**config.mk**
```make
export PLATFORM = sky130hd
export DESIGN_NAME = pwm_frequency_and_signed_duty_setter_unit
export DESIGN_NICKNAME = d
export VERILOG_FILES = /design/src/rtl/core/pwmfds_pkg.sv /design/src/rtl/core/pwmfds_ctrl.sv /design/src/rtl/core/pwmfds_dp.sv /design/src/rtl/core/pwm_frequency_and_signed_duty_setter_unit.sv
export VERILOG_INCLUDE_DIRS = /design/src /design/src/rtl/core
export SDC_FILE = /design/constraint.sdc
export NUM_CORES = 2
export LEC_CHECK = 0
export BUFFER_PORTS_ARGS = -buffer_cell sky130_fd_sc_hd__buf_2
export CORE_MARGIN = 4
export CORE_UTILIZATION = 48
export CTS_CLUSTER_DIAMETER = 120
export CTS_CLUSTER_SIZE = 25
export DETAILED_ROUTE_END_ITERATION = 7
export PLACE_DENSITY = 0.7
export SLEW_MARGIN = 20
export SYNTH_ARGS = -nofsm -noshare
export SYNTH_HDL_FRONTEND = slang
export SYNTH_SLANG_ARGS = --single-unit
```
**constraint.sdc**
```tcl
create_clock -name clk -period 11.9 [get_ports clk]
set_input_delay 1.19 -clock clk [delete_from_list [all_inputs] [get_ports clk]]
set_output_delay 1.19 -clock clk [all_outputs]
set_load 0.02 [all_outputs]
```
**src/rtl/core/pwm_frequency_and_signed_duty_setter_unit_defines.svh**
```systemverilog
// Assertion macros for the PWM set-point unit.
// Uses the clk and rst_n names of the including module; no other dependencies.
`ifndef PWM_FREQUENCY_AND_SIGNED_DUTY_SETTER_UNIT_DEFINES_SVH
`define PWM_FREQUENCY_AND_SIGNED_DUTY_SETTER_UNIT_DEFINES_SVH

// Same-cycle implication, checked on every rising edge out of reset
`define PWMFDS_ASSERT_SAME(lbl, ante, cons, msg) \
    lbl: assert property (@(posedge clk) disable iff (!rst_n) (ante) |-> (cons)) \
        else $error(msg);

// Next-cycle implication, checked on every rising edge out of reset
`define PWMFDS_ASSERT_NEXT(lbl, ante, cons, msg) \
    lbl: assert property (@(posedge clk) disable iff (!rst_n) (ante) |=> (cons)) \
        else $error(msg);

`endif

```
**src/rtl/core/pwmfds_pkg.sv**
```systemverilog
// Shared types and constants of the PWM set-point unit.
// No dependencies; imported by the controller, the datapath and the top level.
package pwmfds_pkg;

    // Field and register widths
    localparam int FREQ_W  = 32;
    localparam int DUTY_W  = 16;
    localparam int CLK_W   = 29;
    localparam int PSC_W   = 16;
    localparam int CFG_IDX_W = 2;
    localparam int CFG_DAT_W = 29;
    localparam int MAG_W   = 10;
    localparam int CNT_W   = 6;

    // Compare pipeline widths: (period+1) = 1000*qa + ra
    localparam int QA_W          = 23;  // floor(2^32/1000) fits here
    localparam int RA_W          = 10;
    localparam int T_W           = 20;  // ra*900+500 fits here
    localparam int RCP_WIDE_W    = 31;
    localparam int RCP_WIDE_SH   = 37;
    localparam int RCP_NARROW_W  = 18;
    localparam int RCP_NARROW_SH = 24;
    localparam int QA_PROD_W     = FREQ_W - 2 + RCP_WIDE_W;
    localparam int FRAC_PROD_W   = T_W - 3 + RCP_NARROW_W;

    // Command codes
    localparam logic CMD_SET_FREQ = 1'b0;
    localparam logic CMD_SET_DUTY = 1'b1;

    // Configuration register indexes
    localparam logic [CFG_IDX_W-1:0] REG_TIMER_CLOCK = 2'd0;
    localparam logic [CFG_IDX_W-1:0] REG_PRESCALER   = 2'd1;
    localparam logic [CFG_IDX_W-1:0] REG_WIDE_CNT    = 2'd2;
    localparam logic [CFG_IDX_W-1:0] REG_EN_PIN_USED = 2'd3;

    // Arithmetic constants
    localparam logic signed [DUTY_W-1:0] DUTY_LIMIT     = 16'sd900;
    localparam logic signed [DUTY_W-1:0] DUTY_LIMIT_NEG = -16'sd900;
    localparam logic [MAG_W-1:0]         MAG_LIMIT      = 10'd900;
    localparam logic [T_W-1:0]           ROUND_HALF     = 20'd500;
    localparam logic [RA_W-1:0]          PER_MILLE      = 10'd1000;
    localparam logic [FREQ_W-1:0]        NARROW_MAX     = 32'h0000_ffff;

    // Reciprocals of 125 (x/1000 = (x>>3)/125), exact over the operand ranges used
    localparam logic [RCP_WIDE_W-1:0]    RCP_WIDE       = 31'd1099511628;  // ceil(2^37/125)
    localparam logic [RCP_NARROW_W-1:0]  RCP_NARROW     = 18'd134218;      // ceil(2^24/125)

    // Reset values
    localparam logic [CLK_W-1:0]  TIMER_CLOCK_RST = 29'd84000000;
    localparam logic [FREQ_W-1:0] PERIOD_RST      = 32'd65535;

    // Step counts: divider bits for frequency, pipeline stages for duty
    localparam logic [CNT_W-1:0] FREQ_STEPS = 6'(CLK_W);
    localparam logic [CNT_W-1:0] DUTY_STEPS = 6'd4;

    typedef enum logic [2:0] {
        ST_IDLE,
        ST_MUL,
        ST_LOAD,
        ST_DIV,
        ST_FIN
    } state_t;

    // Controller to datapath commands
    typedef struct packed {
        logic load_in;
        logic mul;
        logic div_load;
        logic div_step;
        logic commit;
    } dp_cmd_t;

    // Datapath to controller status
    typedef struct packed {
        logic div_done;
    } dp_status_t;

endpackage

```
**src/rtl/core/pwmfds_ctrl.sv**
```systemverilog
// Sequencer of the PWM set-point unit: input/output handshakes and datapath steps.
// Depends on pwmfds_pkg.
module pwmfds_ctrl
    import pwmfds_pkg::*;
(
    input  logic       clk,
    input  logic       rst_n,
    input  logic       in_valid,
    output logic       in_ready,
    output logic       out_valid,
    input  logic       out_ready,
    input  dp_status_t dp_status,
    output dp_cmd_t    dp_cmd
);

    state_t state_reg, state_next;
    logic   out_valid_reg, out_valid_next;

    // State and output-valid registers
    always_ff @(posedge clk or negedge rst_n)
    begin
        if (!rst_n)
        begin
            state_reg     <= ST_IDLE;
            out_valid_reg <= 1'b0;
        end
        else
        begin
            state_reg     <= state_next;
            out_valid_reg <= out_valid_next;
        end
    end

    // Next state and commands
    always_comb
    begin
        state_next = state_reg;
        dp_cmd     = '0;
        in_ready   = 1'b0;
        unique case (state_reg)
            ST_IDLE:
            begin
                in_ready = 1'b1;
                if (in_valid)
                begin
                    dp_cmd.load_in = 1'b1;
                    state_next     = ST_MUL;
                end
            end
            ST_MUL:
            begin
                dp_cmd.mul = 1'b1;
                state_next = ST_LOAD;
            end
            ST_LOAD:
            begin
                dp_cmd.div_load = 1'b1;
                state_next      = ST_DIV;
            end
            ST_DIV:
            begin
                if (dp_status.div_done)
                    state_next = ST_FIN;
                else
                    dp_cmd.div_step = 1'b1;
            end
            ST_FIN:
            begin
                // wait until the previous result has been taken
                if (!out_valid_reg || out_ready)
                begin
                    dp_cmd.commit = 1'b1;
                    state_next    = ST_IDLE;
                end
            end
            default:
            begin
                state_next = ST_IDLE;
            end
        endcase
    end

    // Result slot: set on commit, cleared by an output transfer
    always_comb
    begin
        if (dp_cmd.commit)
            out_valid_next = 1'b1;
        else if (out_ready)
            out_valid_next = 1'b0;
        else
            out_valid_next = out_valid_reg;
    end

    assign out_valid = out_valid_reg;

endmodule

```
**src/rtl/core/pwmfds_dp.sv**
```systemverilog
// Datapath of the PWM set-point unit: config registers, prescaler multiplier, restoring
// divider, reciprocal compare pipeline and the period/compare/direction/enable state.
// Depends on pwmfds_pkg.
module pwmfds_dp
    import pwmfds_pkg::*;
(
    input  logic                     clk,
    input  logic                     rst_n,
    input  logic                     cfg_valid,
    input  logic [CFG_IDX_W-1:0]     cfg_index,
    input  logic [CFG_DAT_W-1:0]     cfg_data,
    input  logic                     cmd,
    input  logic [FREQ_W-1:0]        frequency,
    input  logic signed [DUTY_W-1:0] duty,
    input  dp_cmd_t                  dp_cmd,
    output dp_status_t               dp_status,
    output logic [FREQ_W-1:0]        period,
    output logic [FREQ_W-1:0]        compare,
    output logic                     direction,
    output logic                     drive_enable
);

    // Configuration
    logic [CLK_W-1:0] timer_clock_reg;
    logic [PSC_W-1:0] prescaler_reg;
    logic             wide_cnt_reg;
    logic             en_pin_used_reg;

    // Captured item
    logic                     cmd_reg;
    logic [FREQ_W-1:0]        freq_reg;
    logic signed [DUTY_W-1:0] duty_reg;

    // Divider
    logic [FREQ_W-1:0] prod_reg;
    logic [CLK_W-1:0]  dvd_reg;
    logic [FREQ_W-1:0] dsr_reg;
    logic [FREQ_W-1:0] rem_reg;
    logic [FREQ_W-1:0] quot_reg;
    logic [CNT_W-1:0]  cnt_reg;

    // Compare pipeline
    logic [QA_W-1:0]   qa_reg;
    logic [RA_W-1:0]   ra_reg;
    logic [FREQ_W-1:0] qm_reg;
    logic [T_W-1:0]    t_reg;
    logic [FREQ_W-1:0] cmp_reg;

    // Architectural state
    logic [FREQ_W-1:0] period_reg;
    logic [FREQ_W-1:0] compare_reg;
    logic              direction_reg;
    logic              enable_reg;

    logic [FREQ_W-1:0] period_next;
    logic [FREQ_W-1:0] compare_next;
    logic              direction_next;
    logic              enable_next;

    logic [MAG_W-1:0]         mag;
    logic signed [DUTY_W-1:0] duty_neg;
    logic [FREQ_W-1:0]        psc_plus;
    logic [FREQ_W-1:0]        mul_full;
    logic [FREQ_W:0]          rem_shift;
    logic [FREQ_W:0]          rem_diff;
    logic                     rem_ge;
    logic [FREQ_W-1:0]        freq_period;
    logic [FREQ_W:0]          amp;
    logic [QA_PROD_W-1:0]     qa_prod;
    logic [FRAC_PROD_W-1:0]   frac_prod;
    logic [MAG_W-1:0]         frac;

    // Config writes
    always_ff @(posedge clk or negedge rst_n)
    begin
        if (!rst_n)
        begin
            timer_clock_reg <= TIMER_CLOCK_RST;
            prescaler_reg   <= '0;
            wide_cnt_reg    <= 1'b0;
            en_pin_used_reg <= 1'b1;
        end
        else if (cfg_valid)
        begin
            unique case (cfg_index)
                REG_TIMER_CLOCK: timer_clock_reg <= cfg_data;
                REG_PRESCALER:   prescaler_reg   <= cfg_data[PSC_W-1:0];
                REG_WIDE_CNT:    wide_cnt_reg    <= cfg_data[0];
                REG_EN_PIN_USED: en_pin_used_reg <= cfg_data[0];
                default:         ;
            endcase
        end
    end

    // Duty clamp to +/-900 and magnitude
    assign duty_neg = -duty_reg;
    always_comb
    begin
        if (duty_reg > DUTY_LIMIT || duty_reg < DUTY_LIMIT_NEG)
            mag = MAG_LIMIT;
        else if (duty_reg < 0)
            mag = duty_neg[MAG_W-1:0];
        else
            mag = duty_reg[MAG_W-1:0];
    end

    // Divisor freq*(psc+1), kept to 32 bits
    assign psc_plus = {{(FREQ_W-PSC_W){1'b0}}, prescaler_reg} + 32'd1;
    assign mul_full = freq_reg * psc_plus;

    // Restoring divider step
    assign rem_shift = {rem_reg, dvd_reg[CLK_W-1]};
    assign rem_diff  = rem_shift - {1'b0, dsr_reg};
    assign rem_ge    = (rem_shift >= {1'b0, dsr_reg});

    assign dp_status.div_done = (cnt_reg == '0);

    // Compare = qa*mag + (ra*mag+500)/1000 with (period+1) = 1000*qa + ra
    assign amp       = {1'b0, period_reg} + 33'd1;
    assign qa_prod   = {31'd0, amp[FREQ_W:3]} * {30'd0, RCP_WIDE};
    assign frac_prod = {18'd0, t_reg[T_W-1:3]} * {17'd0, RCP_NARROW};
    assign frac      = frac_prod[RCP_NARROW_SH+MAG_W-1:RCP_NARROW_SH];

    // Step counter
    always_ff @(posedge clk or negedge rst_n)
    begin
        if (!rst_n)
        begin
            cnt_reg <= '0;
        end
        else if (dp_cmd.div_load)
        begin
            cnt_reg <= (cmd_reg == CMD_SET_DUTY) ? DUTY_STEPS : FREQ_STEPS;
        end
        else if (dp_cmd.div_step)
        begin
            cnt_reg <= cnt_reg - 6'd1;
        end
    end

    // Item capture, multiply, divide and compare pipeline registers
    always_ff @(posedge clk)
    begin
        if (dp_cmd.load_in)
        begin
            cmd_reg  <= cmd;
            freq_reg <= frequency;
            duty_reg <= duty;
        end
        if (dp_cmd.mul)
            prod_reg <= mul_full;
        if (dp_cmd.div_load)
        begin
            rem_reg  <= '0;
            quot_reg <= '0;
            dvd_reg  <= timer_clock_reg;
            dsr_reg  <= prod_reg;
        end
        else if (dp_cmd.div_step)
        begin
            rem_reg  <= rem_ge ? rem_diff[FREQ_W-1:0] : rem_shift[FREQ_W-1:0];
            dvd_reg  <= {dvd_reg[CLK_W-2:0], 1'b0};
            quot_reg <= {quot_reg[FREQ_W-2:0], rem_ge};
        end
        // each stage feeds the next on a divider step; all are valid once the step count runs out
        if (dp_cmd.div_step)
        begin
            qa_reg  <= qa_prod[RCP_WIDE_SH+QA_W-1:RCP_WIDE_SH];
            ra_reg  <= amp[RA_W-1:0] - qa_reg[RA_W-1:0] * PER_MILLE;
            qm_reg  <= {9'd0, qa_reg} * {22'd0, mag};
            t_reg   <= {10'd0, ra_reg} * {10'd0, mag} + ROUND_HALF;
            cmp_reg <= qm_reg + {22'd0, frac};
        end
    end

    // Period from the quotient: zero divisor gives all ones, then a 16-bit clamp unless wide
    always_comb
    begin
        if (dsr_reg == '0)
            freq_period = '1;
        else
            freq_period = quot_reg - 32'd1;
        if (!wide_cnt_reg && freq_period > NARROW_MAX)
            freq_period = NARROW_MAX;
    end

    // Next architectural state
    always_comb
    begin
        period_next    = period_reg;
        compare_next   = compare_reg;
        direction_next = direction_reg;
        enable_next    = enable_reg;
        if (cmd_reg == CMD_SET_DUTY)
        begin
            compare_next = cmp_reg;
            if (duty_reg == 0)
            begin
                enable_next = 1'b0;
            end
            else
            begin
                enable_next    = 1'b1;
                direction_next = (duty_reg > 0);
            end
        end
        else
        begin
            period_next = freq_period;
        end
    end

    always_ff @(posedge clk or negedge rst_n)
    begin
        if (!rst_n)
        begin
            period_reg    <= PERIOD_RST;
            compare_reg   <= '0;
            direction_reg <= 1'b0;
            enable_reg    <= 1'b0;
        end
        else if (dp_cmd.commit)
        begin
            period_reg    <= period_next;
            compare_reg   <= compare_next;
            direction_reg <= direction_next;
            enable_reg    <= enable_next;
        end
    end

    assign period       = period_reg;
    assign compare      = compare_reg;
    assign direction    = direction_reg;
    assign drive_enable = en_pin_used_reg ? enable_reg : 1'b1;

endmodule

```
**src/rtl/core/pwm_frequency_and_signed_duty_setter_unit.sv**
```systemverilog
// PWM set-point unit, top level: sequencer plus datapath.
// Depends on pwmfds_pkg, pwmfds_ctrl, pwmfds_dp and the assertion macro header.
//
// Usage:
//   Input channel (in_valid/in_ready) carries cmd, frequency and duty. cmd 0 sets
//   the period from timer clock, prescaler and frequency; cmd 1 sets compare,
//   direction and enable from a signed per-mille duty clamped to +/-900.
//   Output channel (out_valid/out_ready) returns one transfer per command with
//   period, compare, direction and drive_enable as now in force.
//   Config channel (cfg_valid/cfg_ready, always ready) writes timer clock,
//   prescaler, wide counter and enable-pin-used; write it only while idle.
// Sequence: a set-frequency command runs a restoring divider at one quotient bit a
//   cycle, 29 steps, with multiply and load before it and done and commit after
//   it. A set-duty command divides by 1000 through a four-stage reciprocal pipeline.
// Issue: one command in work at a time; the next input is taken the cycle after
//   commit.
// Reset: period 65535, compare 0, direction 0, enable 0, config at its defaults.
// Stall: a waiting result holds in its output register; the next command is
//   taken and computed, then waits before commit until that result is taken.

`include "pwm_frequency_and_signed_duty_setter_unit_defines.svh"

module pwm_frequency_and_signed_duty_setter_unit
    import pwmfds_pkg::*;
(
    input  logic                     clk,
    input  logic                     rst_n,
    input  logic                     cfg_valid,
    output logic                     cfg_ready,
    input  logic [CFG_IDX_W-1:0]     cfg_index,
    input  logic [CFG_DAT_W-1:0]     cfg_data,
    input  logic                     in_valid,
    output logic                     in_ready,
    input  logic                     cmd,
    input  logic [FREQ_W-1:0]        frequency,
    input  logic signed [DUTY_W-1:0] duty,
    output logic                     out_valid,
    input  logic                     out_ready,
    output logic [FREQ_W-1:0]        period,
    output logic [FREQ_W-1:0]        compare,
    output logic                     direction,
    output logic                     drive_enable
);

    dp_cmd_t    dp_cmd;
    dp_status_t dp_status;

    assign cfg_ready = 1'b1;

    pwmfds_ctrl u_ctrl (
        .clk       (clk),
        .rst_n     (rst_n),
        .in_valid  (in_valid),
        .in_ready  (in_ready),
        .out_valid (out_valid),
        .out_ready (out_ready),
        .dp_status (dp_status),
        .dp_cmd    (dp_cmd)
    );

    pwmfds_dp u_dp (
        .clk          (clk),
        .rst_n        (rst_n),
        .cfg_valid    (cfg_valid),
        .cfg_index    (cfg_index),
        .cfg_data     (cfg_data),
        .cmd          (cmd),
        .frequency    (frequency),
        .duty         (duty),
        .dp_cmd       (dp_cmd),
        .dp_status    (dp_status),
        .period       (period),
        .compare      (compare),
        .direction    (direction),
        .drive_enable (drive_enable)
    );

    // Checks
    `PWMFDS_ASSERT_NEXT(a_busy_after_in, in_valid && in_ready, !in_ready, "took a second input while busy")
    `PWMFDS_ASSERT_SAME(a_result_from_commit, $rose(out_valid), $past(dp_cmd.commit), "result raised without commit")
    `PWMFDS_ASSERT_SAME(a_disabled_zero_cmp, !drive_enable, compare == '0, "driver off with nonzero compare")

endmodule
```
==> summary.md <==
| Metric | Value |
|---|---|
| Antenna viol nets, final | `0` |
| Synth top cells by count | `inv_1 (1156), fa_1 (877), ha_1 (732)` |
| Crit path max-delay family | `adder cells` |
| Hold path endpoint | `u_dp.dsr_reg[2]` |
| FF-to-FF path depth | `29` |
| Core area | `120000 um2` |
| Post-Syn Area | `58500 um2` |
| Count of pins over their slew limit | `0` |
| Die height | `357 um` |
| Final period util | `0.820` |
| Crit. End Element | `register` |
| Root Driver | `clkbuf_16` |
| Synth warn | `0` |
| Initial antenna violation count | `0` |
| Initial Util | `0.486` |
| Layout Nets | `7622` |
| Post-CTS sizing | `0` |
| Syn Inst Count | `5861` |
| Rows | `127` |
| Unique cell type count in the Yosys netlist | `90` |
| Worst slew margin | `0.207` |
| WP buf/inv | `3` |
| Setup TNS | `0 ns` |
| # hold bufs at CTS | `0` |
| Post-synthesis sequential area ratio | `0.207` |
| Clk buf depth | `3` |
| Most frequent cell on the critical path | `fa_1` |
| Asr flop ratio synth | `0.278` |
| Slowest CP cell | `o41ai_2` |
| Synth-to-layout area growth | `6.31%` |
| CTS Buf Count | `27` |
| Total setup buffers inserted after CTS | `0` |
| Dominant synthesized flop cell | `edfxtp_1` |
| GR Util All Layers | `0.226` |
| Initial DRC Count | `2441` |
| DRT Pass-1 Iters | `6` |
| Outcome | `finished clean` |
| Reg2reg end | `u_dp.qa_reg[22]` |
| DRC | `0` |
| Total wire length | `141 mm` |
| H-tree depth | `1` |
| Post-synthesis net count | `7555` |
| Largest net degree at the start of global routing | `85` |
| Via density | `5.34` |
| Setup Crit Path Kind | `reg2reg` |
| Largest cells by area after synthesis | `fa_1 (30%), ha_1 (16%), edfxtp_1 (13%)` |
| RSZ-0062 raised after global routing | `no` |
| Worst Max-Slew Pin Slew | `1.18 ns` |
| Gpl congestion | `0.950` |
| Post-DP HPWL | `113 mm` |
| CTS tree | `built` |
| Hold wc startpoint | `u_dp.prod_reg[2]` |
| First-pass GRT wire length | `229 mm` |
| Layout cells sized above 1 | `0.0714` |
| WP data arrival | `10.13 ns` |
| Min-Delay Path Depth | `0` |
| # setup viols final | `0` |
| Final worst path period need | `9.76 ns` |
| Synth area leader | `fa_1` |
| Cell with the most instances after synthesis | `inv_1` |
| Layout Skew | `0.0399 ns` |
| Post-synth EDFFs | `256` |
| Startpoint Class | `register` |
| WP data required | `12.27 ns` |
| Average size of a mapped cell | `9.98 um2` |
| Register bit total from synthesis | `443` |
| Reg2Reg Setup Slack | `2.14 ns` |
| Clock Pin Slew Worst Setup and Hold Paths | `0.10 ns` |
| Worst Setup SP | `u_dp.period[2]` |
| I/O Pins | `154` |
| Vias in the first global route | `43417` |
| CP max stage delay | `0.68 ns` |
| GRT overflow | `0` |
| Max Cap Viol | `0` |
| Fmax | `102 MHz` |
| Fillers | `10897` |
| DR vias | `40363` |
| PortBufs | `152` |
| Worst skew pair latency | `0.65 ns` |
| CTS sink count | `443` |
| CP Depth | `29` |
| Reg2Reg Launch Point | `u_dp.period[2]` |
| Fin. Hold Viols | `0` |
| Tightest Hold Check Type | `reg2reg` |
| Die Wd | `357 um` |
| Wirelength per Cell | `18.6 um` |
| DIE AREA | `127000 um2` |
| Synth top area share | `0.300` |
| CP Max Fanout | `7` |
[stage by stage]
stage	utilization	area [um2]	hold WS, ns	std cells	setup slack (ns)
finish	0.516	62200	0.427	7562	2.14
global route	0.516	62200	0.441	7561	1.79
CTS	0.516	62200	0.428	7561	2.18
detailed placement	0.508	61200	0.405	7511	2.26
global placement	0.508	61200	0.401	7511	2.49
floorplan	-	58500	0.400	5861	3.19
[cells by family (layout without fill, tap and decap cells)]
| logic type | after synthesis | after routing | share of synthesized area |
|---|---|---|---|
| adders and majority gates | 1612 | 1612 | 0.457 |
| and+or+nand+nor | 1559 | 1559 | 0.129 |
| buffers and inverters | 1334 | 1422 | 0.0861 |
| AOI/OAI and AO/OA | 519 | 519 | 0.0586 |
| DFF | 443 | 443 | 0.207 |
| xor gates and xnor gates | 303 | 303 | 0.0456 |
| muxes | 90 | 90 | 0.0171 |
| other | 1 | 2 | 0.0000641 |
[layout make-up]
| class | instances | area [um2] | share of cell area |
|---|---|---|---|
| multi-input combinational | 4084 | 41500 | 0.668 |
| sequential | 443 | 12100 | 0.194 |
| inverter | 1161 | 4360 | 0.0702 |
| tap | 1612 | 2020 | 0.0324 |
| timing repair buffer | 211 | 1210 | 0.0195 |
| clock buffer | 36 | 731 | 0.0118 |
| clock inverter | 14 | 239 | 0.00384 |
| antenna | 1 | 2.50 | 0.0000402 |
[placed cells by master, fill, tap and decap left out, types with 108 or more instances in the layout]
cell      instances
inv_1          1155
fa_1            877
ha_1            732
nand2_1         683
edfxtp_1        256
and2_1          245
xnor2_1         191
nor2_1          181
buf_2           151
a21oi_1         142
nand3_1         108
[routing by layer]
layer	track usage	wire length, um	vias up
met5	0	0	-
met4	0.0681	4910	0
met3	0.0297	7870	265
met2	0.403	70400	1055
met1	0.286	57500	20376
li1	-	-	18667
[worst max path at each step]
stage	to	slack, ns
3_5_place_dp	u_dp.qa_reg[22]	2.26
3_3_place_gp	u_dp.qa_reg[22]	2.49
2_1_floorplan	u_dp.qa_reg[9]	3.19
4_1_cts	u_dp.qa_reg[22]	2.18
6_report	u_dp.qa_reg[22]	2.14
5_1_grt	u_dp.qa_reg[9]	1.79
Power is left out: the tool's default activity adds up to more than one toggle a clock period on the data nets, which glitch-free logic cannot reach.
